### config.mk
export PLATFORM = sky130hd
export DESIGN_NAME = fesp_ram
export DESIGN_NICKNAME = d
export VERILOG_FILES = /design/src/rtl/fesp_ram.sv
export SDC_FILE = /design/constraint.sdc
export NUM_CORES = 2
export LEC_CHECK = 0
export BUFFER_PORTS_ARGS = -buffer_cell sky130_fd_sc_hd__buf_2
export CORE_UTILIZATION = 50
export CTS_BUF_LIST = sky130_fd_sc_hd__clkbuf_8
export CTS_CLUSTER_DIAMETER = 120
export DETAILED_ROUTE_END_ITERATION = 12
export PLACE_DENSITY = 0.67
export SLEW_MARGIN = 10
export SYNTH_ARGS = -nofsm -noshare
export SYNTH_HDL_FRONTEND = slang
export SYNTH_SLANG_ARGS = --single-unit
export TNS_END_PERCENT = 1
### constraint.sdc
create_clock -name clk_i -period 5.2 [get_ports clk_i]
set_input_delay 0 -clock clk_i [delete_from_list [all_inputs] [get_ports clk_i]]
set_output_delay 0 -clock clk_i [all_outputs]
set_load 0.005 [all_outputs]
### src/rtl/fesp_ram.sv
// Simple dual-port RAM: one write port, one registered read port, read-first.
module fesp_ram #(
  parameter int WIDTH = 8,
  parameter int DEPTH = 256
) (
  input  logic                     clk_i,
  input  logic                     we_i,
  input  logic [$clog2(DEPTH)-1:0] waddr_i,
  input  logic [WIDTH-1:0]         wdata_i,
  input  logic                     re_i,
  input  logic [$clog2(DEPTH)-1:0] raddr_i,
  output logic [WIDTH-1:0]         rdata_o
);

  logic [WIDTH-1:0] mem_q [DEPTH];
  logic [WIDTH-1:0] rdata_q;

  always_ff @(posedge clk_i) begin
    if (we_i) begin
      mem_q[waddr_i] <= wdata_i;
    end
    if (re_i) begin
      rdata_q <= mem_q[raddr_i];
    end
  end

  assign rdata_o = rdata_q;

endmodule

==> results by group <==
Floorplanning
  – Cell row count: 146
  – Die extent in x: 401 um
  – Core box area: roughly 160000 um^2
  – Die H: 401 um
  – Die Footprint: 161000 um^2
  – Initial Util: around half
  – I/O pins: 35

Outcome
  – Outcome: finished, violations left
  – Failing checks: design-rule violations

Logic synthesis
  – Cell Area, Synth: 79600 um^2
  – Synth cell types: 54
  – Yosys synthesis warning count: 0
  – Post-Syn Instances: 3733
  – Post-synth top cells: edfxtp_1, mux4_2, nor2_1
  – Dominant synthesized flop cell: edfxtp_1
  – Syn Nets: 3760
  – EDFF count, synth: 2056
  – Cell taking the most area after synthesis: edfxtp_1
  – Mean post-synth cell area: 21.3 um^2
  – Register area share after synthesis: 77.5%
  – Yosys reg bits: approximately 2100
  – Top-count cell post-synth: edfxtp_1
  – Async set or reset register ratio after synthesis: 0%
  – Largest cells by area after synthesis: edfxtp_1, mux4_2, mux2i_1
  – Post-synth top area share: 77.5%

Setup path
  – Worst-path cell chain: buf_8 -> buf_12 -> buf_4 -> mux4_2 -> a22oi_1 -> a21oi_1 -> nor4_1 -> buf_4 -> nor4_1
  – CP Capture Type: flop
  – Largest stage delay, worst path: ~0.84 ns
  – Crit path from: raddr_i[0]
  – Crit Path Max Fanout: between 60 and 70
  – R2R Path End: rdata_o[4]$_DFFE_PP_
  – Setup crit end: rdata_o[4]$_DFFE_PP_
  – CP arrival: 3.63 ns
  – Critical Path Slowest Stage Cell: nor4_1
  – Critical path depth: 9
  – Setup Crit Path Kind: input pin to flop
  – Crit-path leading delay family: buffers and inverters
  – Setup crit start kind: input pin
  – Critical path data required time: a little under 6 ns
  – Bufs and invs on worst path: 4
  – Worst reg-to-reg path cell count: 6
  – Worst reg2reg setup slack: 2.31 ns
  – R2R Path Start: mem_q[47][4]$_DFFE_PP_

Clock tree
  – Root Buffer: clkbuf_8
  – Clock transition at path regs: 0.06 ns
  – CTS Buf Count: 345
  – Maximum root-to-sink buffer count: 4
  – TritonCTS clock tree: done
  – H-tree depth: 5
  – Sink Count: 2056
  – Clk_lat worst skew: 1.07 ns
  – Setup Fix Bufs, Post-CTS: 0

Power and ir drop
  – Power Dens Cells: about 370 nW/um^2
  – Max VDD drop: between 0.2 and 0.3 mV
  – Leakage: ~0.028 uW
  – Design Power: 33000 uW

Cells and area
  – Fillers: 11800
  – Share of post-route cells with drive strength above 1: 24.0%
  – Final #Nets: ~4000
  – Final Cell Area: 88500 um^2
  – Area grow syn2layout: 11.1%

Place
  – Placed Instance Area: around 80000 um^2
  – Final HPWL DP: around 120000 um
  – GPL Wtd Cong: between 0.8 and 0.9
  – Port bufs: 34

Route
  – Final ANT Viol Nets: 0
  – Via density: around 6.3
  – Routed vias: 39800
  – Starting DRC count in detailed routing: 4569
  – Final wirelength: between 150000 and 200000 um
  – DRC violations left: 2
  – WL/cell: 31.1 um
  – Total iterations of the first detailed-routing run: 12

Hold path
  – Worst min path class: input pin to flop

Timing
  – Fin crit period: between 2 and 3 ns
  – Pins Over Slew Limit: 0
  – Worst-Margin Slew: 1.25 ns
  – Achievable frequency: 343 MHz
  – Hold_ws: 0.0602 ns
  – Rel. slew slack: 16.8%
  – Fin crit share: 56.1%
  – Fin. Hold Viols: 0
  – RSZ-0062 raised after global routing: no
  – Clk_skew: 0.0858 ns
  – Number of setup violations in the final report: 0
  – Setup TNS: 0 ns

GRT
  – Largest net degree at the start of global routing: 161
  – Antenna violations before repair: 12
  – Vias in the first global route: 40000
  – First-pass GRT wire length: approximately 280000 um
  – GRT Overall Usage: 24.5%
  – GRT overflow: 0

Run
  – MaxCap Viol Count: 0
==> state kept, by name (all words and copies together) (netlist names) <==
register,count
rdata_o,8
mem_q,2048
==> cells in the final DEF (no fill, tap or decap), drive strengths merged, types with 2 or more instances in the layout <==
cell type	count
nand2b	8
a31oi	2
and3b	2
and2	6
o22a	5
a311oi	2
a221oi	14
clkbuf	355
o221ai	47
bufinv	12
buf	133
nor2	282
a21oi	96
clkinv	96
inv	118
o22ai	28
nor3	22
mux2i	134
a22oi	133
nand3	34
dlygate4sd3	20
nand2	33
nand4	10
clkinvlp	10
nor4	27
a22o	8
nor2b	31
edfxtp	2056
o32ai	5
diode	8
or2	4
a2111oi	5
a211oi	16
o211ai	10
mux4	456
o21ai	12
nand3b	2
==> worst reg2reg max path: cells and delay by family, from the launching register on <==
family	cells	cell delay, ns
multiplexers	1	0.47
AO/OA/AOI/OAI	2	0.54
flip-flops	1	0.37
buffers and inverters	1	0.29
AND/OR/NAND/NOR	2	0.95
==> cell type report <==
| class | count | area [um^2] | area share [%] |
|---|---|---|---|
| Clock inverter | 234 | 1270 | 1.44 |
| Clock buffer | 352 | 4840 | 5.48 |
| Inverter | 2 | 7.51 | 0.00849 |
| Antenna cell | 8 | 20.0 | 0.0226 |
| Sequential cell | 2056 | 61700 | 69.8 |
| Multi-Input combinational cell | 1442 | 16500 | 18.7 |
| Tap cell | 2072 | 2590 | 2.93 |
| Timing Repair Buffer | 156 | 1450 | 1.63 |
==> per-stage QoR <==
step                worst slack (ns)  std cells  utilization, %
CTS                             2.39       6314            55.9
finish                          2.28       6322            55.9
detailed placement              1.41       5708            51.9
global route                    2.26       6318            55.9
floorplan                       3.12       3733               -
global placement                1.04       5704            51.9
==> cells by family after synthesis <==
| logic type | synth area share, % |
|---|---|
| buffers and inverters | 1.83 |
| DFF | 77.5 |
| muxes | 14.6 |
| and+or+nand+nor | 2.63 |
| AOI/OAI and AO/OA | 3.42 |
==> worst min-delay path by stage <==
stage / startpoint / to / slack [ns] / cells past startpoint
after CTS: wdata_i[4] / mem_q[130][4]$_DFFE_PP_ / 0.01 / 2
after global placement: wdata_i[1] / mem_q[193][1]$_DFFE_PP_ / 0.48 / 1
final: wdata_i[4] / mem_q[131][4]$_DFFE_PP_ / 0.06 / 2
after detailed placement: wdata_i[1] / mem_q[194][1]$_DFFE_PP_ / 0.49 / 1
after floorplan: wdata_i[0] / mem_q[0][0]$_DFFE_PP_ / 0.1 / 0
after global routing: wdata_i[4] / mem_q[130][4]$_DFFE_PP_ / 0.06 / 2
==> power breakdown <==
group / internal, uW / switching, uW
Combinational: 557 / 1070
Sequential: 18300 / 27.8
Clock: 6840 / 6240
==> repair_timing <==
item	4_1_cts	5_1_grt
hold endpoints to repair	1697	0
hold buffers	20	0
gates resized for setup	0	0
==> layer usage <==
metal	GRT usage [%]	vias to the layer above	share of wire (%)
met3	5.94	383	9.9
met4	8.72	8	3.4
met1	34.9	21100	40
li1	-	16300	-
met5	0	-	0.063
met2	37.3	2066	47
Power figures use the tool's default switching activity.
