==> src/rtl/fesp_pkg.sv <==
package fesp_pkg;

  // Line store geometry and register widths.
  localparam int MAX_WIDTH  = 2048;
  localparam int MAX_HEIGHT = 2048;
  localparam int LINE_AW    = $clog2(MAX_WIDTH);
  localparam int ROW_W      = $clog2(MAX_HEIGHT);
  localparam int HEAT_W     = 8;
  localparam int CFG_W      = 12;
  localparam int CFG_IDX_W  = 2;
  // Wide enough to hold either maximum and the sums of a position with two.
  localparam int DIM_W      = ((LINE_AW > ROW_W) ? LINE_AW : ROW_W) + 2;
  // Width of the four-neighbor heat sum.
  localparam int SUM_W      = HEAT_W + 2;

  localparam int MIN_WIDTH      = 3;
  localparam int MIN_HEIGHT     = 14;
  localparam int BAND_ROW_FIRST = 11;

  localparam logic [CFG_W-1:0]  WIDTH_RESET  = CFG_W'(1920);
  localparam logic [CFG_W-1:0]  HEIGHT_RESET = CFG_W'(1080);
  localparam logic [HEAT_W-1:0] THR_RESET    = HEAT_W'(10);
  localparam logic [HEAT_W-1:0] AMT_RESET    = HEAT_W'(1);

  // Configuration register indexes.
  typedef enum logic [CFG_IDX_W-1:0] {
    CFG_ACTIVE_WIDTH   = 2'd0,
    CFG_ACTIVE_HEIGHT  = 2'd1,
    CFG_FADE_THRESHOLD = 2'd2,
    CFG_FADE_AMOUNT    = 2'd3
  } cfg_idx_e;

  // Position of an accepted pixel, as the line stores and the stencil need it.
  typedef struct packed {
    logic               band;
    logic [LINE_AW-1:0] x;
    logic [LINE_AW-1:0] x_next;
  } pos_t;

  // Write-back to both line stores.
  typedef struct packed {
    logic                  we;
    logic [LINE_AW-1:0]    addr;
    logic [2*HEAT_W-1:0]   data_a;
    logic [HEAT_W-1:0]     data_b;
  } wr_t;

  // Fire palette, returned as {blue, green, red}.
  function automatic logic [3*HEAT_W-1:0] palette(input logic [HEAT_W-1:0] h);
    logic [HEAT_W-1:0] r;
    logic [HEAT_W-1:0] g;
    logic [HEAT_W-1:0] b;
    r = '0;
    g = '0;
    b = '0;
    if (h == '0) begin
      r = '0;
    end else if (h[7:6] == 2'b00) begin
      r = {h[5:0], 2'b00};
    end else if (h[7:6] == 2'b01) begin
      r = '1;
      g = {1'b0, h[5:0], 1'b0};
    end else if (h[7:6] == 2'b10) begin
      r = '1;
      g = h;
      b = {1'b0, h[6:0]};
    end else begin
      r = '1;
      g = '1;
      b = '1;
    end
    return {b, g, r};
  endfunction

endpackage

==> src/rtl/fesp_pos.sv <==
// Column and row counters; decides the update band and the line store addresses.
module fesp_pos (
  input  logic                              clk_i,
  input  logic                              rst_ni,
  input  logic                              accept_i,
  input  logic                              frame_start_i,
  input  logic [fesp_pkg::CFG_W-1:0]        active_width_i,
  input  logic [fesp_pkg::CFG_W-1:0]        active_height_i,
  output fesp_pkg::pos_t                    pos_o
);

  logic [fesp_pkg::LINE_AW-1:0] col_q, col_d;
  logic [fesp_pkg::ROW_W-1:0]   row_q, row_d;
  logic [fesp_pkg::LINE_AW-1:0] x;
  logic [fesp_pkg::ROW_W-1:0]   y;
  logic [fesp_pkg::DIM_W-1:0]   wc, hc, xe, ye, w_raw, h_raw;
  logic                         last_col, last_row;

  // Clamp the line and frame sizes to the supported range.
  always_comb begin
    w_raw = fesp_pkg::DIM_W'(active_width_i);
    h_raw = fesp_pkg::DIM_W'(active_height_i);
    if (w_raw < fesp_pkg::DIM_W'(fesp_pkg::MIN_WIDTH)) begin
      wc = fesp_pkg::DIM_W'(fesp_pkg::MIN_WIDTH);
    end else if (w_raw > fesp_pkg::DIM_W'(fesp_pkg::MAX_WIDTH)) begin
      wc = fesp_pkg::DIM_W'(fesp_pkg::MAX_WIDTH);
    end else begin
      wc = w_raw;
    end
    if (h_raw < fesp_pkg::DIM_W'(fesp_pkg::MIN_HEIGHT)) begin
      hc = fesp_pkg::DIM_W'(fesp_pkg::MIN_HEIGHT);
    end else if (h_raw > fesp_pkg::DIM_W'(fesp_pkg::MAX_HEIGHT)) begin
      hc = fesp_pkg::DIM_W'(fesp_pkg::MAX_HEIGHT);
    end else begin
      hc = h_raw;
    end
  end

  // A frame start puts the current pixel at the origin.
  assign x  = frame_start_i ? '0 : col_q;
  assign y  = frame_start_i ? '0 : row_q;
  assign xe = fesp_pkg::DIM_W'(x);
  assign ye = fesp_pkg::DIM_W'(y);

  assign last_col = (xe + fesp_pkg::DIM_W'(1)) >= wc;
  assign last_row = (ye + fesp_pkg::DIM_W'(1)) >= hc;

  assign pos_o.band = (x != '0) && ((xe + fesp_pkg::DIM_W'(2)) <= wc)
                   && (ye >= fesp_pkg::DIM_W'(fesp_pkg::BAND_ROW_FIRST))
                   && ((ye + fesp_pkg::DIM_W'(1)) <= hc);
  assign pos_o.x      = x;
  assign pos_o.x_next = x + fesp_pkg::LINE_AW'(1);

  // Advance the raster position on each accepted beat.
  always_comb begin
    col_d = col_q;
    row_d = row_q;
    if (accept_i) begin
      if (last_col) begin
        col_d = '0;
        row_d = last_row ? '0 : y + fesp_pkg::ROW_W'(1);
      end else begin
        col_d = x + fesp_pkg::LINE_AW'(1);
        row_d = y;
      end
    end
  end

  always_ff @(posedge clk_i or negedge rst_ni) begin
    if (!rst_ni) begin
      col_q <= '0;
      row_q <= '0;
    end else begin
      col_q <= col_d;
      row_q <= row_d;
    end
  end

endmodule

==> config.mk <==
export PLATFORM = sky130hd
export DESIGN_NAME = fesp_pos
export DESIGN_NICKNAME = d
export VERILOG_FILES = /design/src/rtl/fesp_pkg.sv /design/src/rtl/fesp_pos.sv
export SDC_FILE = /design/constraint.sdc
export NUM_CORES = 1
export LEC_CHECK = 0
export BUFFER_PORTS_ARGS = -buffer_cell sky130_fd_sc_hd__buf_2
export CELL_PAD_IN_SITES_DETAIL_PLACEMENT = 1
export CELL_PAD_IN_SITES_GLOBAL_PLACEMENT = 2
export CORE_UTILIZATION = 37
export CTS_BUF_LIST = sky130_fd_sc_hd__clkbuf_8
export CTS_CLUSTER_DIAMETER = 200
export CTS_CLUSTER_SIZE = 30
export DETAILED_ROUTE_END_ITERATION = 8
export PLACE_DENSITY_LB_ADDON = 0.15
export SLEW_MARGIN = 20
export SYNTH_ARGS = -nofsm -noshare
export SYNTH_HDL_FRONTEND = slang
export SYNTH_SLANG_ARGS = --single-unit
export TNS_END_PERCENT = 50
==> constraint.sdc <==
create_clock -name clk_i -period 5.1 [get_ports clk_i]
set_input_delay 0.51 -clock clk_i [delete_from_list [all_inputs] [get_ports clk_i]]
set_output_delay 0.51 -clock clk_i [all_outputs]
set_load 0.1 [all_outputs]
==> results of run 1 <==
layout by cell type, fill, tap and decap left out, drive strengths merged, types with 2 or more instances in the layout:
master / synthesis / final
buf: 6 / 52
ha: 40 / 40
nand2: 38 / 38
nor2: 25 / 25
dfrtp: 22 / 22
inv: 23 / 21
nand3: 15 / 15
xnor2: 15 / 15
a21oi: 13 / 13
nand4: 12 / 12
nor4: 11 / 11
nand2b: 10 / 10
xor2: 10 / 10
o22ai: 9 / 9
nor3: 9 / 9
a21o: 8 / 8
nor2b: 8 / 8
o21ai: 8 / 8
a22o: 6 / 6
and3: 6 / 6
a32o: 5 / 5
a31oi: 4 / 4
nor3b: 4 / 4
clkbuf: 5 / 3
and2: 3 / 3
nand3b: 2 / 2
clkinvlp: 0 / 2
a211oi: 2 / 2
a21boi: 2 / 2
registers in the layout, summed over array words and instances (netlist names):
signal and flops:
col_q 11, row_q 11
worst paths after layout:
check,start,to,slack [ns],cells past startpoint
min reg2reg,col_q[1],col_q[1],0.55,2
max,frame_start_i,pos_o[22],0.72,16
max in group asynchronous,rst_ni,row_q[6],4.51,1
min in group clk_i,col_q[1],col_q[1],0.55,2
max reg2reg,col_q[2],row_q[4],1.45,12
min,rst_ni,col_q[9],0.22,1
routing by layer:
metal	vias up	wire length, µm	global-route usage, %
met2	51	3190	31.1
met4	0	17	1.76
met3	2	283	2.52
met1	1244	4260	34.6
li1	1301	-	-
met5	-	0	0
final cells by class:
cell class,instances,area (µm²)
fill,917,3990
multi-input combinational,278,2150
sequential,22,551
timing repair buffer,52,265
tap,99,124
inverter,23,93.8
clock buffer,3,41.3
report_power, final:
| part | switching (mW) | internal [mW] | total [mW] |
|---|---|---|---|
| combinational | 0.159 | 0.0707 | 0.229 |
| clock | 0.0586 | 0.0528 | 0.111 |
| sequential | 0.0151 | 0.185 | 0.200 |
critical path: stages:
cell,delay [ns]
buf_2,0.25
nor2b_1,0.23
ha_1,0.25
nand3_1,0.22
nor3_4,0.32
nand4_1,0.14
xor2_1,0.16
nor2_1,0.15
ha_1,0.30
nand4_1,0.11
and3_1,0.15
o21ai_1,0.18
nor2_1,0.16
nor2_1,0.07
nor3_2,0.21
buf_2,0.45
cell families after synthesis:
logic type,after synthesis,synth area share [%]
compound gates,65,17.2
xor+xnor,25,7.94
fa+ha+maj,40,18.1
buf+inv,34,5.53
flops,22,20.0
mux,2,0.771
simple gates,146,30.5
through the flow:
step	cells	setup WS (ns)	instance area, µm²
after floorplan	334	0.00265	2860
after global placement	474	0.804	3180
after detailed placement	474	0.714	3180
after CTS	477	0.719	3220
after global routing	477	0.414	3220
final	477	0.719	3220
==> metrics.txt, run 1 <==
Ys Warns=0; Slew Viols, Final=0; Slew HR=56.9%; Core Region=approximately 7000 µm²; status=finished, final reports clean; post-cts sizing count=0; DR vias=roughly 2600; vias per cell=roughly 5.4; post-DP HPWL=roughly 6.4 mm; Synth area leader=dfrtp_1; Max Cap Viol=0; Setup crit start kind=primary input; largest net degree at the start of global routing=33; Synth top cells by count=ha_1 (40), nand2_1 (37), nor2_1 (24), inv_1 (23), dfrtp_1 (22); FP Rows=31; Area Overhead vs Synth=16.8%; PortBufs=50; Hold Path Class=primary input to asynchronous set/reset pin; number of flops mapped to enable cells by yosys=0; post-route DRC violation count=0; CP Capture Type=primary output; Reg clk slew, reported paths=roughly 0.080 ns; count leader, synth=ha_1; vias in the first global route=about 2500; setup bufs post-CTS=0; layout cells sized above 1=between 20% and 30%; sequential fraction of the synthesis area=approximately a fifth; total power divided by cell area=about 170 nW/µm²; clock latency at the later pin of the worst-skew pair=between 0.2 and 0.3 ns; first-pass GRT wire length=~13 mm; Fin. Hold Viols=0; Inserted Clock Buffers=3; DRT iter0 DRCs=approximately 150; ys async rst share=100%; Overall Power=between 0.5 and 0.6 mW; Mean Syn Cell Area=8.26 µm²; final hold slack=~0.22 ns; Setup TNS=0 ns; die area=between 7000 and 8000 µm²; Cell variety after synth=58; chip height=88.4 µm; GRT overflow=0; Synth Instances=~330; Root Buffer=clkbuf_8; Worst VDD drop=around 0.15 mV; Final Skew=about 0.007 ns; CTS hold repair buffers=0; synth top area cells=dfrtp_1 (20%), ha_1 (18%), nand2_1 (5.0%); TritonCTS clock tree=yes; CP Class=primary input to primary output; Seq cells post-synth=22; syn_nets=approximately 400; gpl congestion=0.875; clk buf depth=2; crit path max fanout=19; Synth Flop Type=dfrtp_1; area fraction of the dominant cell type after synthesis=roughly a fifth; remaining antenna violation count after routing=0; arrival time at the worst endpoint=approximately 3.9 ns; Mapped Area=2760 µm²; IO Pins=51; final WL=between 7 and 8 mm; total clock sinks=22; fraction of the cycle the final worst path needs=85.9%; first drt pass iteration count=4; Leak Pwr=between 1.5 and 2 nW; Slew @ Worst Pin=between 0.6 and 0.7 ns; Final min period=between 4 and 5 ns; required time worst endpoint=around 4.6 ns; H-tree Lvls=1; fin nets=roughly 450; Fmax=228 MHz; # diodes=0; Initial Util=a little under two fifths; gr usage total=a little over a fifth; RSZ-0062 raised after global routing=false; Setup Viol. Count Final=0; die width=about 88 µm; initial antenna violation count=0; Final Util=44.7%; drt wl/cell=between 15 and 20 µm
Note: power is estimated with default switching activity, not from simulation.
==> run 2: changes to the inputs <==
--- a/config.mk
+++ b/config.mk
@@ -13,7 +13,7 @@
 export CTS_CLUSTER_DIAMETER = 200
 export CTS_CLUSTER_SIZE = 30
 export DETAILED_ROUTE_END_ITERATION = 8
-export PLACE_DENSITY_LB_ADDON = 0.15
+export PLACE_DENSITY = 0.91
 export SLEW_MARGIN = 20
 export SYNTH_ARGS = -nofsm -noshare
 export SYNTH_HDL_FRONTEND = slang
==> run 2 against run 1 <==
Effect of this change: maximum frequency about the same; final area is 0.43% higher; critical path type unchanged; final cell count is 0.21% higher; non-clock buffer count unchanged; core utilization up 0.19 points; largest power group unchanged; sequential power is essentially flat; clock-buffer cell count up 1; hold slack worse by 0.0063 ns; clock power grew 17%; first-iteration DRC count is 20% lower; register-to-register slack hardly changed.
==> metrics.txt, run 2 (synthesis results as in run 1) <==
status=finished, final reports clean; Core Region=about 7200 µm²; total power divided by cell area=roughly 170 nW/µm²; gr usage total=about a fifth; Reg2Reg Launch Point=col_q[2]; vias per cell=~5.5; Setup Viol. Count Final=0; R2R depth=12; arrival time at the worst endpoint=roughly 3.9 ns; PortBufs=50; Hold Path Class=primary input to asynchronous set/reset pin; critical path launch point=frame_start_i; R2R setup slack=1.46 ns; die area=7810 µm²; CP peak stage delay=between 0.4 and 0.5 ns; Slew HR=between 50 and 60%; DR vias=between 2000 and 3000; Crit path depth=14; Fmax=228 MHz; die width=88.4 µm; FF-to-FF End=row_q[9]; initial antenna violation count=0; post-route DRC violation count=0; # diodes=0; Reg clk slew, reported paths=0.09 ns; clock latency at the later pin of the worst-skew pair=roughly 0.27 ns; first drt pass iteration count=4; Final Skew=between 0.01 and 0.015 ns; Worst VDD drop=around 0.11 mV; Root Buffer=clkbuf_8; drt wl/cell=approximately 17 µm; Area Overhead vs Synth=17.3%; Slew Viols, Final=0; CTS hold repair buffers=0; gpl congestion=between 0.8 and 0.9; Slew @ Worst Pin=approximately 0.60 ns; Setup TNS=0 ns; first-pass GRT wire length=roughly 13 mm; setup bufs post-CTS=0; Max Cap Viol=0; most common cell after layout, fill and taps aside=buf_2; IO Pins=51; GRT overflow=0; Placement Setup Slack=0.700 ns; total clock sinks=22; remaining antenna violation count after routing=0; FP Rows=31; DRT iter0 DRCs=between 100 and 150; Inserted Clock Buffers=3; fraction of the cycle the final worst path needs=a little under nine tenths; Initial Util=38.2%; fin nets=roughly 450; Final min period=approximately 4.4 ns; largest net degree at the start of global routing=33; slowest stage cell, crit path=nor4_4; Fin. Hold Viols=0; worst setup path end=pos_o[22]; CP top delay family=simple AND/OR/NAND/NOR gates; Top Registers=col_q: 11 flops, row_q: 11 flops; Overall Power=around 0.56 mW; CP Capture Type=primary output; Leak Pwr=1.55 nW; fin area=3240 µm²; worst path cell trace=buf_2, nor2b_1, ha_1, nand3_1, nor3_4, nand4_1, xor2_1, nor2_1, ha_1, nand3_2, nor4_4, nor2_1, nor3_2, buf_2; Setup crit start kind=primary input; crit path max fanout=25; post-cts sizing count=0; most frequent cells in the layout=buf_2 (50), ha_1 (39), nand2_1 (37); RSZ-0062 raised after global routing=false; CP bufs+invs=2; clk buf depth=2; TritonCTS clock tree=yes; layout cells sized above 1=about a quarter; required time worst endpoint=4.59 ns; slack of the critical path=~0.72 ns; H-tree Lvls=1; CP Class=primary input to primary output; final WL=approximately 8 mm; post-DP HPWL=6.50 mm; chip height=about 90 µm; vias in the first global route=~2600; Placed Area=3180 µm²
==> run 2: worst min path at each step <==
stage	cells past startpoint	slack [ns]	startpoint	to
after detailed placement	1	0.52	row_q[6]	row_q[6]
after global routing	1	0.25	rst_ni	row_q[10]
after floorplan	0	0.21	rst_ni	col_q[0]
final	1	0.21	rst_ni	row_q[10]
after CTS	1	0.23	rst_ni	row_q[10]
after global placement	1	0.52	rst_ni	row_q[10]
==> run 2: metal layers <==
metal	vias up	routed length, µm	part of all wire, %	global-route usage [%]
met3	6	234	3.0	2.33
met5	-	0	0	0
met4	0	65	0.82	3.81
met1	1266	4070	51	31.2
li1	1302	-	-	-
met2	47	3560	45	33.8
==> run 2: worst register-to-register path, stage by stage, from the launching register on <==
cell and delay [ns]:
dfrtp_1 0.44, inv_1 0.09, nor2_2 0.17, ha_1 0.33, nand4_2 0.24, nor3_1 0.35, xor2_2 0.14, ha_1 0.24
a21o_1 0.21, a2111oi_4 0.35, a31oi_2 0.30, o21ai_2 0.50, a22o_1 0.22
==> run 2: layout make-up <==
type                    count  area, µm²
clock buffers               4       55.1
repair buffers             52        265
flip-flops and latches     22        551
fillers                   914       3980
inverters                  23       93.8
well taps                  99        124
multi-input cells         278       2150
==> run 2: power breakdown <==
group          switching (mW)  internal [mW]
clock network          0.0608         0.0689
registers              0.0142          0.185
logic                   0.159         0.0706
total                   0.234          0.325
==> run 2: stage by stage <==
stage          hold slack [ns]  utilization (%)  instances
2_1_floorplan            0.214                -        334
3_3_place_gp             0.517             44.1        474
3_5_place_dp             0.523             44.1        474
4_1_cts                  0.225             44.9        478
5_1_grt                  0.252             44.9        478
6_report                 0.210             44.9        478
