[src/rtl/fesp_pkg.sv]
package fesp_pkg;

  // Line store geometry and register widths.
  localparam int MAX_WIDTH  = 2048;
  localparam int MAX_HEIGHT = 2048;
  localparam int LINE_AW    = $clog2(MAX_WIDTH);
  localparam int ROW_W      = $clog2(MAX_HEIGHT);
  localparam int HEAT_W     = 8;
  localparam int CFG_W      = 12;
  localparam int CFG_IDX_W  = 2;
  // Wide enough to hold either maximum and the sums of a position with two.
  localparam int DIM_W      = ((LINE_AW > ROW_W) ? LINE_AW : ROW_W) + 2;
  // Width of the four-neighbor heat sum.
  localparam int SUM_W      = HEAT_W + 2;

  localparam int MIN_WIDTH      = 3;
  localparam int MIN_HEIGHT     = 14;
  localparam int BAND_ROW_FIRST = 11;

  localparam logic [CFG_W-1:0]  WIDTH_RESET  = CFG_W'(1920);
  localparam logic [CFG_W-1:0]  HEIGHT_RESET = CFG_W'(1080);
  localparam logic [HEAT_W-1:0] THR_RESET    = HEAT_W'(10);
  localparam logic [HEAT_W-1:0] AMT_RESET    = HEAT_W'(1);

  // Configuration register indexes.
  typedef enum logic [CFG_IDX_W-1:0] {
    CFG_ACTIVE_WIDTH   = 2'd0,
    CFG_ACTIVE_HEIGHT  = 2'd1,
    CFG_FADE_THRESHOLD = 2'd2,
    CFG_FADE_AMOUNT    = 2'd3
  } cfg_idx_e;

  // Position of an accepted pixel, as the line stores and the stencil need it.
  typedef struct packed {
    logic               band;
    logic [LINE_AW-1:0] x;
    logic [LINE_AW-1:0] x_next;
  } pos_t;

  // Write-back to both line stores.
  typedef struct packed {
    logic                  we;
    logic [LINE_AW-1:0]    addr;
    logic [2*HEAT_W-1:0]   data_a;
    logic [HEAT_W-1:0]     data_b;
  } wr_t;

  // Fire palette, returned as {blue, green, red}.
  function automatic logic [3*HEAT_W-1:0] palette(input logic [HEAT_W-1:0] h);
    logic [HEAT_W-1:0] r;
    logic [HEAT_W-1:0] g;
    logic [HEAT_W-1:0] b;
    r = '0;
    g = '0;
    b = '0;
    if (h == '0) begin
      r = '0;
    end else if (h[7:6] == 2'b00) begin
      r = {h[5:0], 2'b00};
    end else if (h[7:6] == 2'b01) begin
      r = '1;
      g = {1'b0, h[5:0], 1'b0};
    end else if (h[7:6] == 2'b10) begin
      r = '1;
      g = h;
      b = {1'b0, h[6:0]};
    end else begin
      r = '1;
      g = '1;
      b = '1;
    end
    return {b, g, r};
  endfunction

endpackage

[src/rtl/fesp_stencil.sv]
// Stencil stage: takes line store data, averages, fades, colors and writes back.
module fesp_stencil (
  input  logic                            clk_i,
  input  logic                            rst_ni,
  input  logic                            accept_i,
  input  logic [fesp_pkg::HEAT_W-1:0]     heat_i,
  input  fesp_pkg::pos_t                  pos_i,
  input  logic [2*fesp_pkg::HEAT_W-1:0]   rdata_a_i,
  input  logic [fesp_pkg::HEAT_W-1:0]     rdata_b_i,
  input  logic [fesp_pkg::HEAT_W-1:0]     fade_threshold_i,
  input  logic [fesp_pkg::HEAT_W-1:0]     fade_amount_i,
  output fesp_pkg::wr_t                   wr_o,
  output logic                            in_ready_o,
  output logic                            out_valid_o,
  input  logic                            out_ready_i,
  output logic [4*fesp_pkg::HEAT_W-1:0]   out_data_o
);

  logic                            s1_valid_q;
  logic [fesp_pkg::HEAT_W-1:0]     s1_heat_q;
  logic [fesp_pkg::LINE_AW-1:0]    s1_x_q;
  logic                            s1_band_q;
  logic                            s1_adv;

  logic                            fwd_a_q, fwd_b_q;
  logic [2*fesp_pkg::HEAT_W-1:0]   fwd_a_data_q;
  logic [fesp_pkg::HEAT_W-1:0]     fwd_b_data_q;

  logic [fesp_pkg::HEAT_W-1:0]     left_hold_q;
  logic                            out_valid_q;
  logic [4*fesp_pkg::HEAT_W-1:0]   out_data_q;

  logic [2*fesp_pkg::HEAT_W-1:0]   entry_a;
  logic [fesp_pkg::HEAT_W-1:0]     prev_old, prev2_old, prev_right;
  logic [fesp_pkg::SUM_W-1:0]      sum;
  logic [fesp_pkg::HEAT_W-1:0]     avg, res;

  // The stage moves on when the output register is free or being emptied.
  assign s1_adv     = !out_valid_q || out_ready_i;
  assign in_ready_o = !s1_valid_q || s1_adv;

  // Line store data, with the write of the previous pixel forwarded.
  assign entry_a    = fwd_a_q ? fwd_a_data_q : rdata_a_i;
  assign prev_old   = entry_a[fesp_pkg::HEAT_W-1:0];
  assign prev2_old  = entry_a[2*fesp_pkg::HEAT_W-1:fesp_pkg::HEAT_W];
  assign prev_right = fwd_b_q ? fwd_b_data_q : rdata_b_i;

  // Shift the column down one line: old row y-1 moves to y-2, new heat to y-1.
  assign wr_o.we     = s1_valid_q && s1_adv;
  assign wr_o.addr   = s1_x_q;
  assign wr_o.data_a = {prev_old, s1_heat_q};
  assign wr_o.data_b = s1_heat_q;

  // Four-neighbor average with the fade, saturating at zero.
  always_comb begin
    sum = fesp_pkg::SUM_W'(left_hold_q) + fesp_pkg::SUM_W'(prev_right)
        + fesp_pkg::SUM_W'(prev2_old) + fesp_pkg::SUM_W'(s1_heat_q);
    avg = sum[fesp_pkg::SUM_W-1:2];
    if (!s1_band_q) begin
      res = '0;
    end else if (avg > fade_threshold_i) begin
      res = (avg > fade_amount_i) ? avg - fade_amount_i : '0;
    end else begin
      res = avg;
    end
  end

  // Pixel in the stencil stage.
  always_ff @(posedge clk_i or negedge rst_ni) begin
    if (!rst_ni) begin
      s1_valid_q <= 1'b0;
    end else if (accept_i) begin
      s1_valid_q <= 1'b1;
    end else if (s1_adv) begin
      s1_valid_q <= 1'b0;
    end
  end

  always_ff @(posedge clk_i) begin
    if (accept_i) begin
      s1_heat_q <= heat_i;
      s1_x_q    <= pos_i.x;
      s1_band_q <= pos_i.band;
    end
  end

  // Forwarding: a read issued while the older pixel writes the same entry.
  always_ff @(posedge clk_i or negedge rst_ni) begin
    if (!rst_ni) begin
      fwd_a_q <= 1'b0;
      fwd_b_q <= 1'b0;
    end else if (accept_i) begin
      fwd_a_q <= wr_o.we && (s1_x_q == pos_i.x);
      fwd_b_q <= wr_o.we && (s1_x_q == pos_i.x_next);
    end
  end

  always_ff @(posedge clk_i) begin
    if (accept_i) begin
      fwd_a_data_q <= wr_o.data_a;
      fwd_b_data_q <= wr_o.data_b;
    end
  end

  // Row y-1 heat one column to the left, kept from the previous pixel.
  always_ff @(posedge clk_i or negedge rst_ni) begin
    if (!rst_ni) begin
      left_hold_q <= '0;
    end else if (wr_o.we) begin
      left_hold_q <= prev_old;
    end
  end

  // Output register.
  always_ff @(posedge clk_i or negedge rst_ni) begin
    if (!rst_ni) begin
      out_valid_q <= 1'b0;
    end else if (s1_adv) begin
      out_valid_q <= s1_valid_q;
    end
  end

  always_ff @(posedge clk_i) begin
    if (wr_o.we) begin
      out_data_q <= {fesp_pkg::palette(res), res};
    end
  end

  assign out_valid_o = out_valid_q;
  assign out_data_o  = out_data_q;

endmodule

[config.mk]
export PLATFORM = sky130hd
export DESIGN_NAME = fesp_stencil
export DESIGN_NICKNAME = d
export VERILOG_FILES = /design/src/rtl/fesp_pkg.sv /design/src/rtl/fesp_stencil.sv
export SDC_FILE = /design/constraint.sdc
export NUM_CORES = 1
export LEC_CHECK = 0
export BUFFER_PORTS_ARGS = -buffer_cell sky130_fd_sc_hd__buf_2
export CORE_UTILIZATION = 35
export DETAILED_ROUTE_END_ITERATION = 16
export PLACE_DENSITY_LB_ADDON = 0.2
export SLEW_MARGIN = 30
export SYNTH_ARGS = -nofsm -noshare
export SYNTH_HDL_FRONTEND = slang
export SYNTH_SLANG_ARGS = --single-unit
[constraint.sdc]
create_clock -name clk_i -period 6.4 [get_ports clk_i]
set_input_delay 0 -clock clk_i [delete_from_list [all_inputs] [get_ports clk_i]]
set_output_delay 0 -clock clk_i [all_outputs]
set_load 0.02 [all_outputs]
==> flow_results.org, run 1 <==
** Run status
- The flow ran to the end, and the final reports show no timing, DRC or antenna violations.

** Floorplanning
- The floorplan step defined a core boundary enclosing 12800 um^2.
- Row Count :: 41
- Die X-Extent :: 117 um
- Overall die height :: 117 um
- During I/O placement, the number of pins put on the boundary was 145.
- Total die area :: 13700 um^2
- Initial Util :: 36.3%

** STA
- Count of final hold-check violations :: 0
- For the pin with the worst max-slew slack, the measured transition is 0.896 ns.
- Clock period minus final worst setup slack :: 5.97 ns
- Final slew viol count :: 0
- Adding up every negative setup slack in the final design gives 0 ns.
- On the final layout, the worst hold slack is 0.0197 ns.
- Maximum clock rate :: 0.167 GHz
- Measured against its own limit, the worst slew margin works out to 40.3%.
- Period utilisation layout :: 93.3%
- Setup Skew :: 0.00755 ns
- Setup repair after global routing left no endpoint under its margin.
- Setup violations remaining at the end of the flow were counted as 0.

** Synthesis
- The synthesized design contains 65 enable-type register cells.
- After synthesis, the cell types taking the most area are sky130_fd_sc_hd__edfxtp_1 42%, sky130_fd_sc_hd__fa_1 7.3%, sky130_fd_sc_hd__dfrtp_1 6.5%.
- Summing every instance area after synthesis gives 4640 um^2.
- FFs w/ async S/R, synth :: 15.6%
- The Yosys step of the flow raised 0 warnings.
- Sequential cell area fraction in the yosys report :: 48.5%
- Largest area contributor in the synthesized netlist :: sky130_fd_sc_hd__edfxtp_1
- Distinct cells, synth :: 57
- Fraction of post-synthesis cell area in the top cell type by area :: 42.1%
- In the synthesized netlist the dominant register cell turns out to be sky130_fd_sc_hd__edfxtp_1.
- Post-synthesis sequential element count :: 77
- Total nets after synthesis :: 500
- The cell count after synthesis came out at 385.
- A synthesized cell averages 12.1 um^2.

** Place
- Buffers on Ports :: 144
- Routability-driven placement finished with a final weighted congestion of 0.839.
- Detailed placement finished with a half-perimeter wire length of 7730 um.

** Detailed routing
- The first detailed-routing pass took 4 iterations.
- ANT nets after route :: 0
- For this run, design rule violations remaining after detail routing come to 0.
- Routed vias :: 3362
- Drt via density :: 4.64
- Iteration-0 DRC Markers :: 142
- The final layout contains routed wiring with a total length of 10000 um.
- In the final routed layout, each cell accounts on average for 13.9 um.

** Final layout
- Antenna diode count :: 0
- Relative to the synthesized area, the layout overhead comes to 29.4%.
- Commonest non-fill, non-tap cell in the layout :: sky130_fd_sc_hd__buf_2
- Nets :: 663
- Of the cells placed in the final design, the portion with a size suffix greater than 1 is 34.4%.
- Fillcell total :: 1189
- Commonest non-fill, non-tap cells in the layout :: 144 x sky130_fd_sc_hd__buf_2, 65 x sky130_fd_sc_hd__edfxtp_1, 51 x sky130_fd_sc_hd__inv_1, 26 x sky130_fd_sc_hd__dlygate4sd3_1, 23 x sky130_fd_sc_hd__ha_1

** Clocking
- The later pin in the worst-skew pair is clocked with a latency of 0.33 ns.
- CTS Root Cell :: sky130_fd_sc_hd__clkbuf_16
- No sink is reached through more buffers than the 2 on the longest clock path.
- Clock transition at the register clock pins on the worst setup and hold paths after CTS :: 0.06 ns
- Depth of the CTS H-tree :: 3
- Buffers added to address setup during post-CTS repair amount to 0.
- Clock buffers created by TritonCTS :: 9
- Clock tree from TritonCTS :: done
- Once the clock tree was built, the resizer swapped 0 gates to a different size.
- CTS saw 77 sinks.

** Hold path
- The tightest min-delay check is of the input pin to register type.

** GRT
- Wire length of the first global-routing pass :: 15900 um
- Remaining global-route overflow :: 0
- The number of antenna violations at the first check in global routing came to 0.
- Number of global-route vias before repair :: 3308
- Pin count of the biggest net entering global routing :: 45
- Global routing used 15.5% of the available tracks.

** Power and ir drop
- Peak supply drop :: 0.189 mV
- PD cells :: 503 nW/um^2
- Summed over all cells, the static leakage comes to 2.66 nW.

** Worst setup path
- Slowest-stage cell, CP :: sky130_fd_sc_hd__a32oi_4
- The worst setup path is of the register to register kind.
- Data required time at the worst endpoint :: 6.43 ns
- Data arrives at the worst endpoint at 6.00 ns.
- The largest single stage delay on the critical path is 0.68 ns.
- Cell breakdown of the critical path :: buf_4 > mux2i_1 > fa_1 > fa_1 > inv_1 > ha_1 > nand2_1 > o21ba_1 > o31ai_1 > a21boi_1 > ha_1 > a211oi_1 > nor2_1 > nor4bb_1 > or2_1 > nor3_1 > a32oi_4 > o22ai_1
- Critical path fanouts, max :: 21
- STA classifies the critical path endpoint as a register.
- The worst setup path is launched from a register.

** Job
- Maxcap violations :: 0
==> logic make-up after synthesis <==
logic type	Yosys count	share of synthesized area, %
adders and majority gates	40	13.5
and+or+nand+nor	65	7.44
AOI/OAI and AO/OA	72	11.3
xor gates and xnor gates	29	5.47
DFF	77	48.5
buffers and inverters	75	7.50
muxes	27	6.23
==> flip-flops by register name, summed over array words and instances, names as in the netlist <==
register / cells
s1_x_q: 11
fwd_b_q: 1
out_valid_o: 1
s1_band_q: 1
s1_valid_q: 1
fwd_a_q: 1
fwd_a_data_q: 16
out_data_o: 29
s1_heat_q: 8
left_hold_q: 8
==> layer usage <==
layer	share of wire [%]	up-vias	wire, um	track usage, %
li1	-	1668	-	-
met1	44	1551	4410	18.8
met2	48	131	4870	26.3
met3	6.3	12	630	4.99
met4	1.4	0	140	4.81
met5	0	-	0	0
==> worst max-delay path: cells and delay by family, from the launching register on <==
| family | cells | cell delay [ns] |
|---|---|---|
| flip-flops | 1 | 0.60 |
| adder cells (fa/ha/maj) | 4 | 1.65 |
| multiplexers | 1 | 0.22 |
| AND/OR/NAND/NOR | 5 | 1.07 |
| AO/OA/AOI/OAI | 6 | 1.83 |
| buffers and inverters | 2 | 0.27 |
==> area by class of cell <==
type | count | area [um^2] | area share, %
clock buffer | 10 | 229 | 3.81
clock inverter | 6 | 63.8 | 1.06
inverter | 55 | 206 | 3.44
multi-input combinational | 233 | 2040 | 34.0
sequential | 77 | 2250 | 37.5
tap | 172 | 215 | 3.59
timing repair buffer | 172 | 996 | 16.6
==> what timing repair did <==
item	4_1_cts	5_1_grt
setup endpoints to repair	0	0
hold endpoints to repair	38	0
hold buffers	26	0
==> power by group <==
group	switching (mW)	total [mW]	internal, mW
logic	1.07	1.75	0.688
clock network	0.195	0.496	0.301
registers	0.0379	0.766	0.728
total	1.30	3.02	1.72
==> Yosys cell counts, types with 6 or more instances <==
| cell | instances |
|---|---|
| sky130_fd_sc_hd__edfxtp_1 | 65 |
| sky130_fd_sc_hd__inv_1 | 51 |
| sky130_fd_sc_hd__ha_1 | 23 |
| sky130_fd_sc_hd__fa_1 | 17 |
| sky130_fd_sc_hd__nor2_1 | 16 |
| sky130_fd_sc_hd__mux2i_1 | 15 |
| sky130_fd_sc_hd__nand2_1 | 15 |
| sky130_fd_sc_hd__xnor2_1 | 15 |
| sky130_fd_sc_hd__a21oi_1 | 14 |
| sky130_fd_sc_hd__xor2_1 | 14 |
| sky130_fd_sc_hd__dfrtp_1 | 12 |
| sky130_fd_sc_hd__buf_4 | 11 |
| sky130_fd_sc_hd__o21ai_1 | 11 |
| sky130_fd_sc_hd__mux2_2 | 10 |
| sky130_fd_sc_hd__nand4_1 | 7 |
| sky130_fd_sc_hd__nor2b_1 | 6 |
| sky130_fd_sc_hd__o21a_1 | 6 |
| sky130_fd_sc_hd__o21ai_0 | 6 |
==> stage by stage <==
stage / power [mW] / utilization [%] / cells / worst slack [ns] / cell area [um^2]
final: 3.02 / 47.0 / 725 / 0.429 / 6000
after CTS: 3.04 / 47.0 / 725 / 0.446 / 6000
after floorplan: 2.15 / - / 385 / 0.727 / 4640
after global routing: 3.28 / 47.0 / 725 / 0.0287 / 6000
after detailed placement: 2.53 / 42.7 / 683 / 0.483 / 5450
after global placement: 2.49 / 42.7 / 683 / 0.603 / 5450
==> worst paths after layout <==
| kind | from | endpoint | slack (ns) | cells after the start |
|---|---|---|---|---|
| hold / removal | rdata_a_i[1] | fwd_a_data_q[9] | 0.02 | 2 |
| setup / recovery | fwd_a_q | out_data_o[17] | 0.43 | 18 |
| hold reg to reg | s1_heat_q[1] | fwd_a_data_q[1] | 0.49 | 0 |
| min in group asynchronous | rst_ni | s1_valid_q | 0.10 | 2 |
| max in group asynchronous | rst_ni | left_hold_q[3] | 6.06 | 2 |
| setup reg to reg | fwd_a_q | out_data_o[17] | 0.43 | 18 |
(Power assumes the default switching activity.)
==> run 2, diff against run 1 <==
Settings changed: CORE_UTILIZATION 35 to 52.
==> run 2 against run 1 <==
Effect of this change: final area is 2.2% lower; clock-buffer cell count increased by 1; critical path type unchanged; largest power group unchanged; critical path depth rose by 1; flip-flop and latch count stayed put; via count increased by 2.2%.
==> flow_results.org, run 2 (synthesis gave the netlist of run 1 again) <==
** Detailed routing
- Routed length on met2 :: 4960 um
- The routed design uses 574 um of met3 wire.
- Detailed routing inserted a total of 3436 vias.
- M1 WL :: 4110 um
- The detail route stage leaves a number of antenna-violating nets equal to 0.
- Drt via density :: 5.17
- Post-route DRC violation count :: 0
- The first routing iteration left 111 violations.
- Post-Route WL :: 9850 um
- Number of iterations in the first detailed-routing pass :: 4
- Avg WL per Cell :: 14.8 um
- Max Used Layer :: met4

** STA
- Post-route setup TNS :: 0 ns
- Setup repair after global routing left no endpoint under its margin.
- Clock skew on the completed layout was measured at 0.00897 ns.
- After layout, the worst path uses 90.6% of the clock period.
- Setup violations remaining at the end of the flow were counted as 0.
- Worst slew slack as a fraction of its limit :: 39.0%
- Maximum clock rate :: 0.172 GHz
- Transition at the pin with the smallest max-transition slack :: 0.915 ns
- Count of final hold-check violations :: 0
- Final slew viol count :: 0
- The worst path needs 5.80 ns of the cycle, external delays included.

** GRT
- Initial antenna violation count :: 0
- The total overflow left after global routing is 0.
- Wire length of the first global-routing pass :: 15600 um
- Overall track demand over capacity in global routing :: 22.3%
- Pin count of the biggest net entering global routing :: 45
- Number of global-route vias before repair :: 3434

** Final layout
- The filler cells instantiated in the layout total 674.
- Nets :: 667
- Leaving out fill and tap cells, the most frequent cell in the layout is sky130_fd_sc_hd__buf_2.
- Combined flip-flop and latch cell area :: 2250 um^2
- Relative to the synthesized area, the layout overhead comes to 26.6%.
- Commonest non-fill, non-tap cells in the layout :: 144 x sky130_fd_sc_hd__buf_2, 65 x sky130_fd_sc_hd__edfxtp_1, 51 x sky130_fd_sc_hd__inv_1, 30 x sky130_fd_sc_hd__dlygate4sd3_1, 23 x sky130_fd_sc_hd__ha_1
- The finished layout holds 665 standard cells, fillers aside.
- Area occupied by multi-input gates :: 2040 um^2
- The register with the most flip-flops in the layout has 29 of them.
- Antenna diode count :: 0
- The post-route netlist has 34.1% of its cells at a drive strength greater than 1.

** Power and ir drop
- PD cells :: 498 nW/um^2
- In this run the static leakage power is 2.64 nW.
- Peak supply drop :: 0.369 mV

** Place
- Dpl hpwl :: 7310 um
- The count of buffers added on input and output ports is 144.
- Routability-driven placement finished with a final weighted congestion of 0.914.
- Counting tap cells, the placed design contains a total of 619 instances.

** Clocking
- The root buffer cell chosen for the clock tree is sky130_fd_sc_hd__clkbuf_8.
- The number of clock buffers added by TritonCTS is 9.
- Clock Path Buffers :: 2
- Clock tree synthesis found a total of 77 sinks.
- After clock tree synthesis, the clock-pin slew on the worst setup and hold paths is 0.08 ns.
- Depth of the CTS H-tree :: 3
- Clock latency on the worst-skew pair, taken at its later pin, is 0.35 ns.
- TritonCTS built the clock tree.

** Worst setup path
- The worst setup path is launched from a register.
- Arrival time reported for the critical path endpoint :: 5.89 ns
- Of all nets on the critical path, the largest fanout is 21.
- The worst setup path is captured at a register.
- The critical path in this run is classified as register to register.
- Data required time at the worst endpoint :: 6.49 ns

** Floorplanning
- Total die area :: 9300 um^2
- Initial Util :: 53.5%
- Core ar. :: 8680 um^2
- Row generation in the floorplan step produced 34 rows.
- Number of top-level pins :: 145
- Overall die height :: 96.5 um
- The die is 96.5 um wide.

** Run status
- Status :: complete, no violations

** Hold path
- Hold/Removal Path Class :: input pin to register

** Job
- Maxcap violations :: 0
-- run 2: changes by cell type in the layout (fill, tap and decap cells not counted) --
cell and change:
sky130_fd_sc_hd__inv_6 +2, sky130_fd_sc_hd__clkinv_1 +1, sky130_fd_sc_hd__clkbuf_16 -9, sky130_fd_sc_hd__clkinv_4 -1, sky130_fd_sc_hd__clkinv_2 -2, sky130_fd_sc_hd__nand2_1 -1
sky130_fd_sc_hd__dlygate4sd3_1 +4, sky130_fd_sc_hd__clkinvlp_4 -1, sky130_fd_sc_hd__nand2_2 +1, sky130_fd_sc_hd__clkbuf_8 +10
-- run 2: stage by stage --
stage / util, % / power (mW) / worst slack, ns / cell area [um^2] / hold WS (ns)
detailed placement: 61.9 / 2.53 / 0.533 / 5370 / -0.0967
finish: 67.7 / 2.93 / 0.601 / 5870 / 0.00693
global placement: 61.9 / 2.49 / 0.744 / 5370 / -0.0886
global route: 67.7 / 3.17 / 0.141 / 5870 / 0.0214
CTS: 67.6 / 2.93 / 0.490 / 5870 / 0.000963
floorplan: - / 2.15 / 0.727 / 4640 / -0.296
-- run 2: final cells by class --
type	instances	area share, %
Clock buffer	11	2.41
Clock inverter	5	1.00
Inverter	55	3.52
Multi-Input combinational cell	233	34.8
Sequential cell	77	38.4
Tap cell	108	2.30
Timing Repair Buffer	176	17.6
-- run 2: worst paths after layout --
path | startpoint | end | slack (ns) | depth (start not counted)
setup / recovery | fwd_a_q | out_data_o[27] | 0.60 | 19
hold / removal | rdata_a_i[4] | fwd_a_data_q[12] | 0.007 | 2
setup reg to reg | fwd_a_q | out_data_o[27] | 0.60 | 19
hold reg to reg | s1_heat_q[4] | fwd_a_data_q[4] | 0.51 | 0
max in group asynchronous | rst_ni | left_hold_q[3] | 6.10 | 2
min in group asynchronous | rst_ni | fwd_b_q | 0.07 | 2
-- run 2: repair_timing --
item	4_1_cts	5_1_grt
hold buffers	30	0
setup buffers	0	0
gates resized for setup	0	1
hold endpoints to repair	43	0
endpoints found under the setup margin	0	5
-- run 2: worst max-delay path, stage by stage, from the launching register on --
cell                       delay, ns
sky130_fd_sc_hd__dfrtp_1        0.61
sky130_fd_sc_hd__buf_4          0.28
sky130_fd_sc_hd__mux2i_1        0.25
sky130_fd_sc_hd__fa_1           0.47
sky130_fd_sc_hd__fa_1           0.55
sky130_fd_sc_hd__inv_1          0.04
sky130_fd_sc_hd__ha_1           0.33
sky130_fd_sc_hd__nand2_1        0.11
sky130_fd_sc_hd__o21ba_1        0.16
sky130_fd_sc_hd__o31ai_1        0.25
sky130_fd_sc_hd__a21boi_1       0.36
sky130_fd_sc_hd__ha_1           0.31
sky130_fd_sc_hd__a211oi_1       0.22
sky130_fd_sc_hd__nor2_1         0.09
sky130_fd_sc_hd__nor4bb_1       0.33
sky130_fd_sc_hd__or2_1          0.39
sky130_fd_sc_hd__nor3_1         0.14
sky130_fd_sc_hd__a32oi_4        0.20
sky130_fd_sc_hd__buf_4          0.31
sky130_fd_sc_hd__a21oi_1        0.12
-- run 2: where the power goes --
part	total (mW)	switching [mW]	leakage [nW]	internal [mW]
sequential	0.762	0.0361	0.786	0.726
combinational	1.79	1.09	1.75	0.698
clock	0.377	0.184	0.0980	0.193
-- run 2: layer usage --
| metal | global-route usage, % | vias to the layer above |
|---|---|---|
| met5 | 0 | - |
| met4 | 8.82 | 0 |
| met3 | 4.69 | 20 |
| met2 | 38.8 | 114 |
| met1 | 27.1 | 1620 |
| li1 | - | 1682 |
==> run 3, diff against run 2 <==
Settings changed: ABC_AREA set to 1.
==> run 3 against run 2 <==
Effect of this change: fmax rose by 17%; die area rose by 4.6%; largest cell class unchanged; critical path depth rose by 3; sequential share of layout area fell by 1.5 points; setup slack improved by 0.86 ns; via count rose by 13%.
==> flow_results.org, run 3 <==
** Run status
- The flow ran to the end, and the final reports show no timing, DRC or antenna violations.

** Hold path
- The worst hold path passes through 3 cells.
- Hold/Removal Path Class :: input pin to register
- Worst hold path endpoint :: fwd_a_data_q[13]
- The worst hold path begins at rdata_a_i[5].

** Detailed routing
- After detailed routing, the number of remaining DRC violations is 0.
- Post-Route WL :: 11000 um
- Drt via density :: 4.99
- For this run, the detailed router's first-pass iteration total came to 6.
- Iteration-0 DRC Markers :: 145
- The final route contains 3889 vias.
- After detailed routing, the average wire length per cell comes to 14.1 um.
- ANT nets after route :: 0

** Synthesis
- Post-Syn Area :: 4860 um^2
- Post-synthesis sequential element count :: 77
- The average instance in the mapped netlist occupies 9.77 um^2.
- The synthesized design spends more area on one cell type than any other, namely sky130_fd_sc_hd__edfxtp_1.
- The number of nets handed over by synthesis was 612.
- Summing the sequential cell areas from Yosys gives 46.4% of the chip area.
- Yosys synthesis warning count :: 0
- FFs w/ async S/R, synth :: 15.6%
- By area the synthesized netlist is led by sky130_fd_sc_hd__edfxtp_1 40%, sky130_fd_sc_hd__nand2_1 9.5%, sky130_fd_sc_hd__fa_1 7.0%.
- Sorting the synthesized cells by how often they occur yields 123 x sky130_fd_sc_hd__nand2_1, 88 x sky130_fd_sc_hd__inv_1, 65 x sky130_fd_sc_hd__edfxtp_1, 23 x sky130_fd_sc_hd__ha_1, 19 x sky130_fd_sc_hd__nand3_1.
- Counting every instance in the synthesized netlist gives 497.
- Among all flip-flop cells after synthesis, the most frequent one is sky130_fd_sc_hd__edfxtp_1.
- Number of synthesized flops with an enable pin :: 65
- Fraction of post-synthesis cell area in the top cell type by area :: 40.2%
- Yosys mapped the design onto 39 distinct sky130hd cell types.
- sky130_fd_sc_hd__nand2_1 is the most common cell in the netlist.

** Worst setup path
- Critical Path Source Type :: register
- Critical path fanouts, max :: 16
- The critical path is of the register to register type.
- Worst r2r path cells :: 22
- STA classifies the critical path endpoint as a register.
- In this run the critical register-to-register path is launched from fwd_a_q.
- At the worst endpoint, the required time is 6.53 ns.
- The endpoint identified for the worst register-to-register timing path is out_data_o[21].
- Reg-to-reg setup timing slack :: 1.46 ns
- Arrival time reported for the critical path endpoint :: 5.07 ns

** Final layout
- Commonest non-fill, non-tap cells in the layout :: 144 x sky130_fd_sc_hd__buf_2, 123 x sky130_fd_sc_hd__nand2_1, 88 x sky130_fd_sc_hd__inv_1, 65 x sky130_fd_sc_hd__edfxtp_1, 29 x sky130_fd_sc_hd__dlygate4sd3_1
- Commonest non-fill, non-tap cell in the layout :: sky130_fd_sc_hd__buf_2
- Cells fill 68.8% of the core in the end.
- Post-route cell area :: 6120 um^2
- Of the cells placed in the final design, the portion with a size suffix greater than 1 is 28.3%.
- Synthesis-to-layout area growth :: 26.0%
- For this run, the post-layout net count is 781.
- Max reg flops :: 29
- Post-Layout Cell Count :: 779
- 0 antenna diodes ended up in the layout.

** Power and ir drop
- Total design power :: 2.90 mW
- The analysis attributes to cell leakage a power of 3.07 nW.
- PD cells :: 474 nW/um^2
- Peak supply drop :: 0.201 mV

** STA
- Worst slew slack as a fraction of its limit :: 42.2%
- Transition at the pin with the smallest max-transition slack :: 0.867 ns
- Setup repair after global routing left no endpoint under its margin.
- Setup violations remaining at the end of the flow were counted as 0.
- Maximum clock rate :: 0.202 GHz
- After layout, the minimum clock period comes to 4.94 ns.
- Dividing the final minimum period by the clock period gives 77.2%.
- Setup Skew :: 0.0154 ns
- Summed over all failing endpoints, the final setup total negative slack is 0 ns.
- Setup slack closes at 1.46 ns.
- The final count of hold timing violations is 0.
- Final slew viol count :: 0
- Across all hold checks on the routed design, the worst slack comes to 0.0178 ns.

** Floorplanning
- Core ar. :: 8890 um^2
- Initial Util :: 54.6%
- Row Count :: 34
- Total die area :: 9730 um^2
- Die X-Extent :: 98.6 um
- Overall die height :: 98.6 um
- Number of top-level pins :: 145

** Clocking
- The later pin in the worst-skew pair is clocked with a latency of 0.36 ns.
- Clock transition at the register clock pins on the worst setup and hold paths after CTS :: 0.10 ns
- # resized after CTS :: 0
- Number of clock sinks :: 77
- Post-CTS Setup Repair Bufs :: 0
- The H-tree was split into 3 levels.
- Counting along the longest clock path gives a buffer depth of 2.
- Clock buffers created by TritonCTS :: 9
- CTS Root Cell :: sky130_fd_sc_hd__clkbuf_8
- TritonCTS built the clock tree.

** Place
- Total placed cells including tap cells :: 734
- Summing all placed instances gives a cell area of 5640 um^2.
- Weighted congestion at the end of routability-driven global placement :: 0.893
- Buffers on Ports :: 144
- After legalization and detailed placement, the total HPWL measured 8080 um.
- Setup slack after placement :: 1.53 ns

** GRT
- After global routing the overflow that remains totals 0.
- In the global route stage, overall resource usage came out at 24.1%.
- Wire length of the first global-routing pass :: 18300 um
- Entering global routing, the biggest net connects 40 pins.
- The number of antenna violations at the first check in global routing was 0.
- The number of global-route vias before repair came to 4036.

** Job
- Maxcap violations :: 0
-- run 3: changes by cell type after synthesis, sizes merged, moves of 5 or more --
cell	change
inv	+37
nand2	+116
mux2	-12
nand3	+21
o22ai	-5
nor2b	-6
-- run 3: worst max-delay path: stages (launching register included) --
cell                      delay [ns]
sky130_fd_sc_hd__dfrtp_1        0.52
sky130_fd_sc_hd__buf_4          0.26
sky130_fd_sc_hd__mux2i_1        0.26
sky130_fd_sc_hd__fa_1           0.47
sky130_fd_sc_hd__fa_1           0.54
sky130_fd_sc_hd__inv_1          0.04
sky130_fd_sc_hd__ha_1           0.35
sky130_fd_sc_hd__a21oi_1        0.27
sky130_fd_sc_hd__nand2_1        0.13
sky130_fd_sc_hd__nand2_1        0.10
sky130_fd_sc_hd__nand2_1        0.05
sky130_fd_sc_hd__nand2_1        0.08
sky130_fd_sc_hd__nand2_1        0.12
sky130_fd_sc_hd__ha_1           0.31
sky130_fd_sc_hd__nand2_1        0.07
sky130_fd_sc_hd__nor2_1         0.18
sky130_fd_sc_hd__nand2_2        0.10
sky130_fd_sc_hd__a21oi_4        0.30
sky130_fd_sc_hd__o21ai_4        0.11
sky130_fd_sc_hd__nand3_4        0.20
sky130_fd_sc_hd__inv_2          0.11
sky130_fd_sc_hd__nand2_1        0.07
sky130_fd_sc_hd__nand2_1        0.05
-- run 3: kinds of logic (layout without fill, tap and decap cells) --
kind of cell               Yosys count  in the layout  synth area share [%]
AOI/OAI and AO/OA                   43             43                  5.75
xor gates and xnor gates            24             24                  4.33
adders and majority gates           40             40                  12.9
buffers and inverters              110            284                  9.77
DFF                                 77             77                  46.4
muxes                               14             14                  2.89
and+or+nand+nor                    189            189                  18.0
-- run 3: cell type report --
cell class                 instances  area, um^2
tap                              108         135
clock buffer                       9         124
sequential                        77        2250
inverter                          92         345
clock inverter                     7        62.6
fill                             710        2770
multi-input combinational        310        2140
timing repair buffer             176        1060
-- run 3: metal layers --
layer,up-vias,GRT usage (%),share of wire (%)
met1,1810,29.3,43
met3,18,5.25,4.2
met2,125,42.6,50
li1,1936,-,-
met4,0,8.15,1.9
met5,-,0,0
-- run 3: how the worst max path moves through the flow --
stage                  from        endpoint  cells after the start
CTS                 fwd_a_q  out_data_o[21]                     22
finish              fwd_a_q  out_data_o[21]                     22
detailed placement  fwd_a_q  out_data_o[21]                     22
global placement    fwd_a_q  out_data_o[20]                     22
global route        fwd_a_q  out_data_o[26]                     23
floorplan           fwd_a_q  out_data_o[10]                     26
-- run 3: where the power goes --
group	internal (mW)	switching (mW)	leakage, nW
logic	0.629	1.15	2.20
registers	0.718	0.0400	0.784
clock network	0.149	0.210	0.0863
-- run 3: timing repair --
| action | CTS | global route |
|---|---|---|
| hold buffers | 29 | 0 |
| hold endpoints to repair | 43 | 0 |
| endpoints found under the setup margin | 0 | 0 |
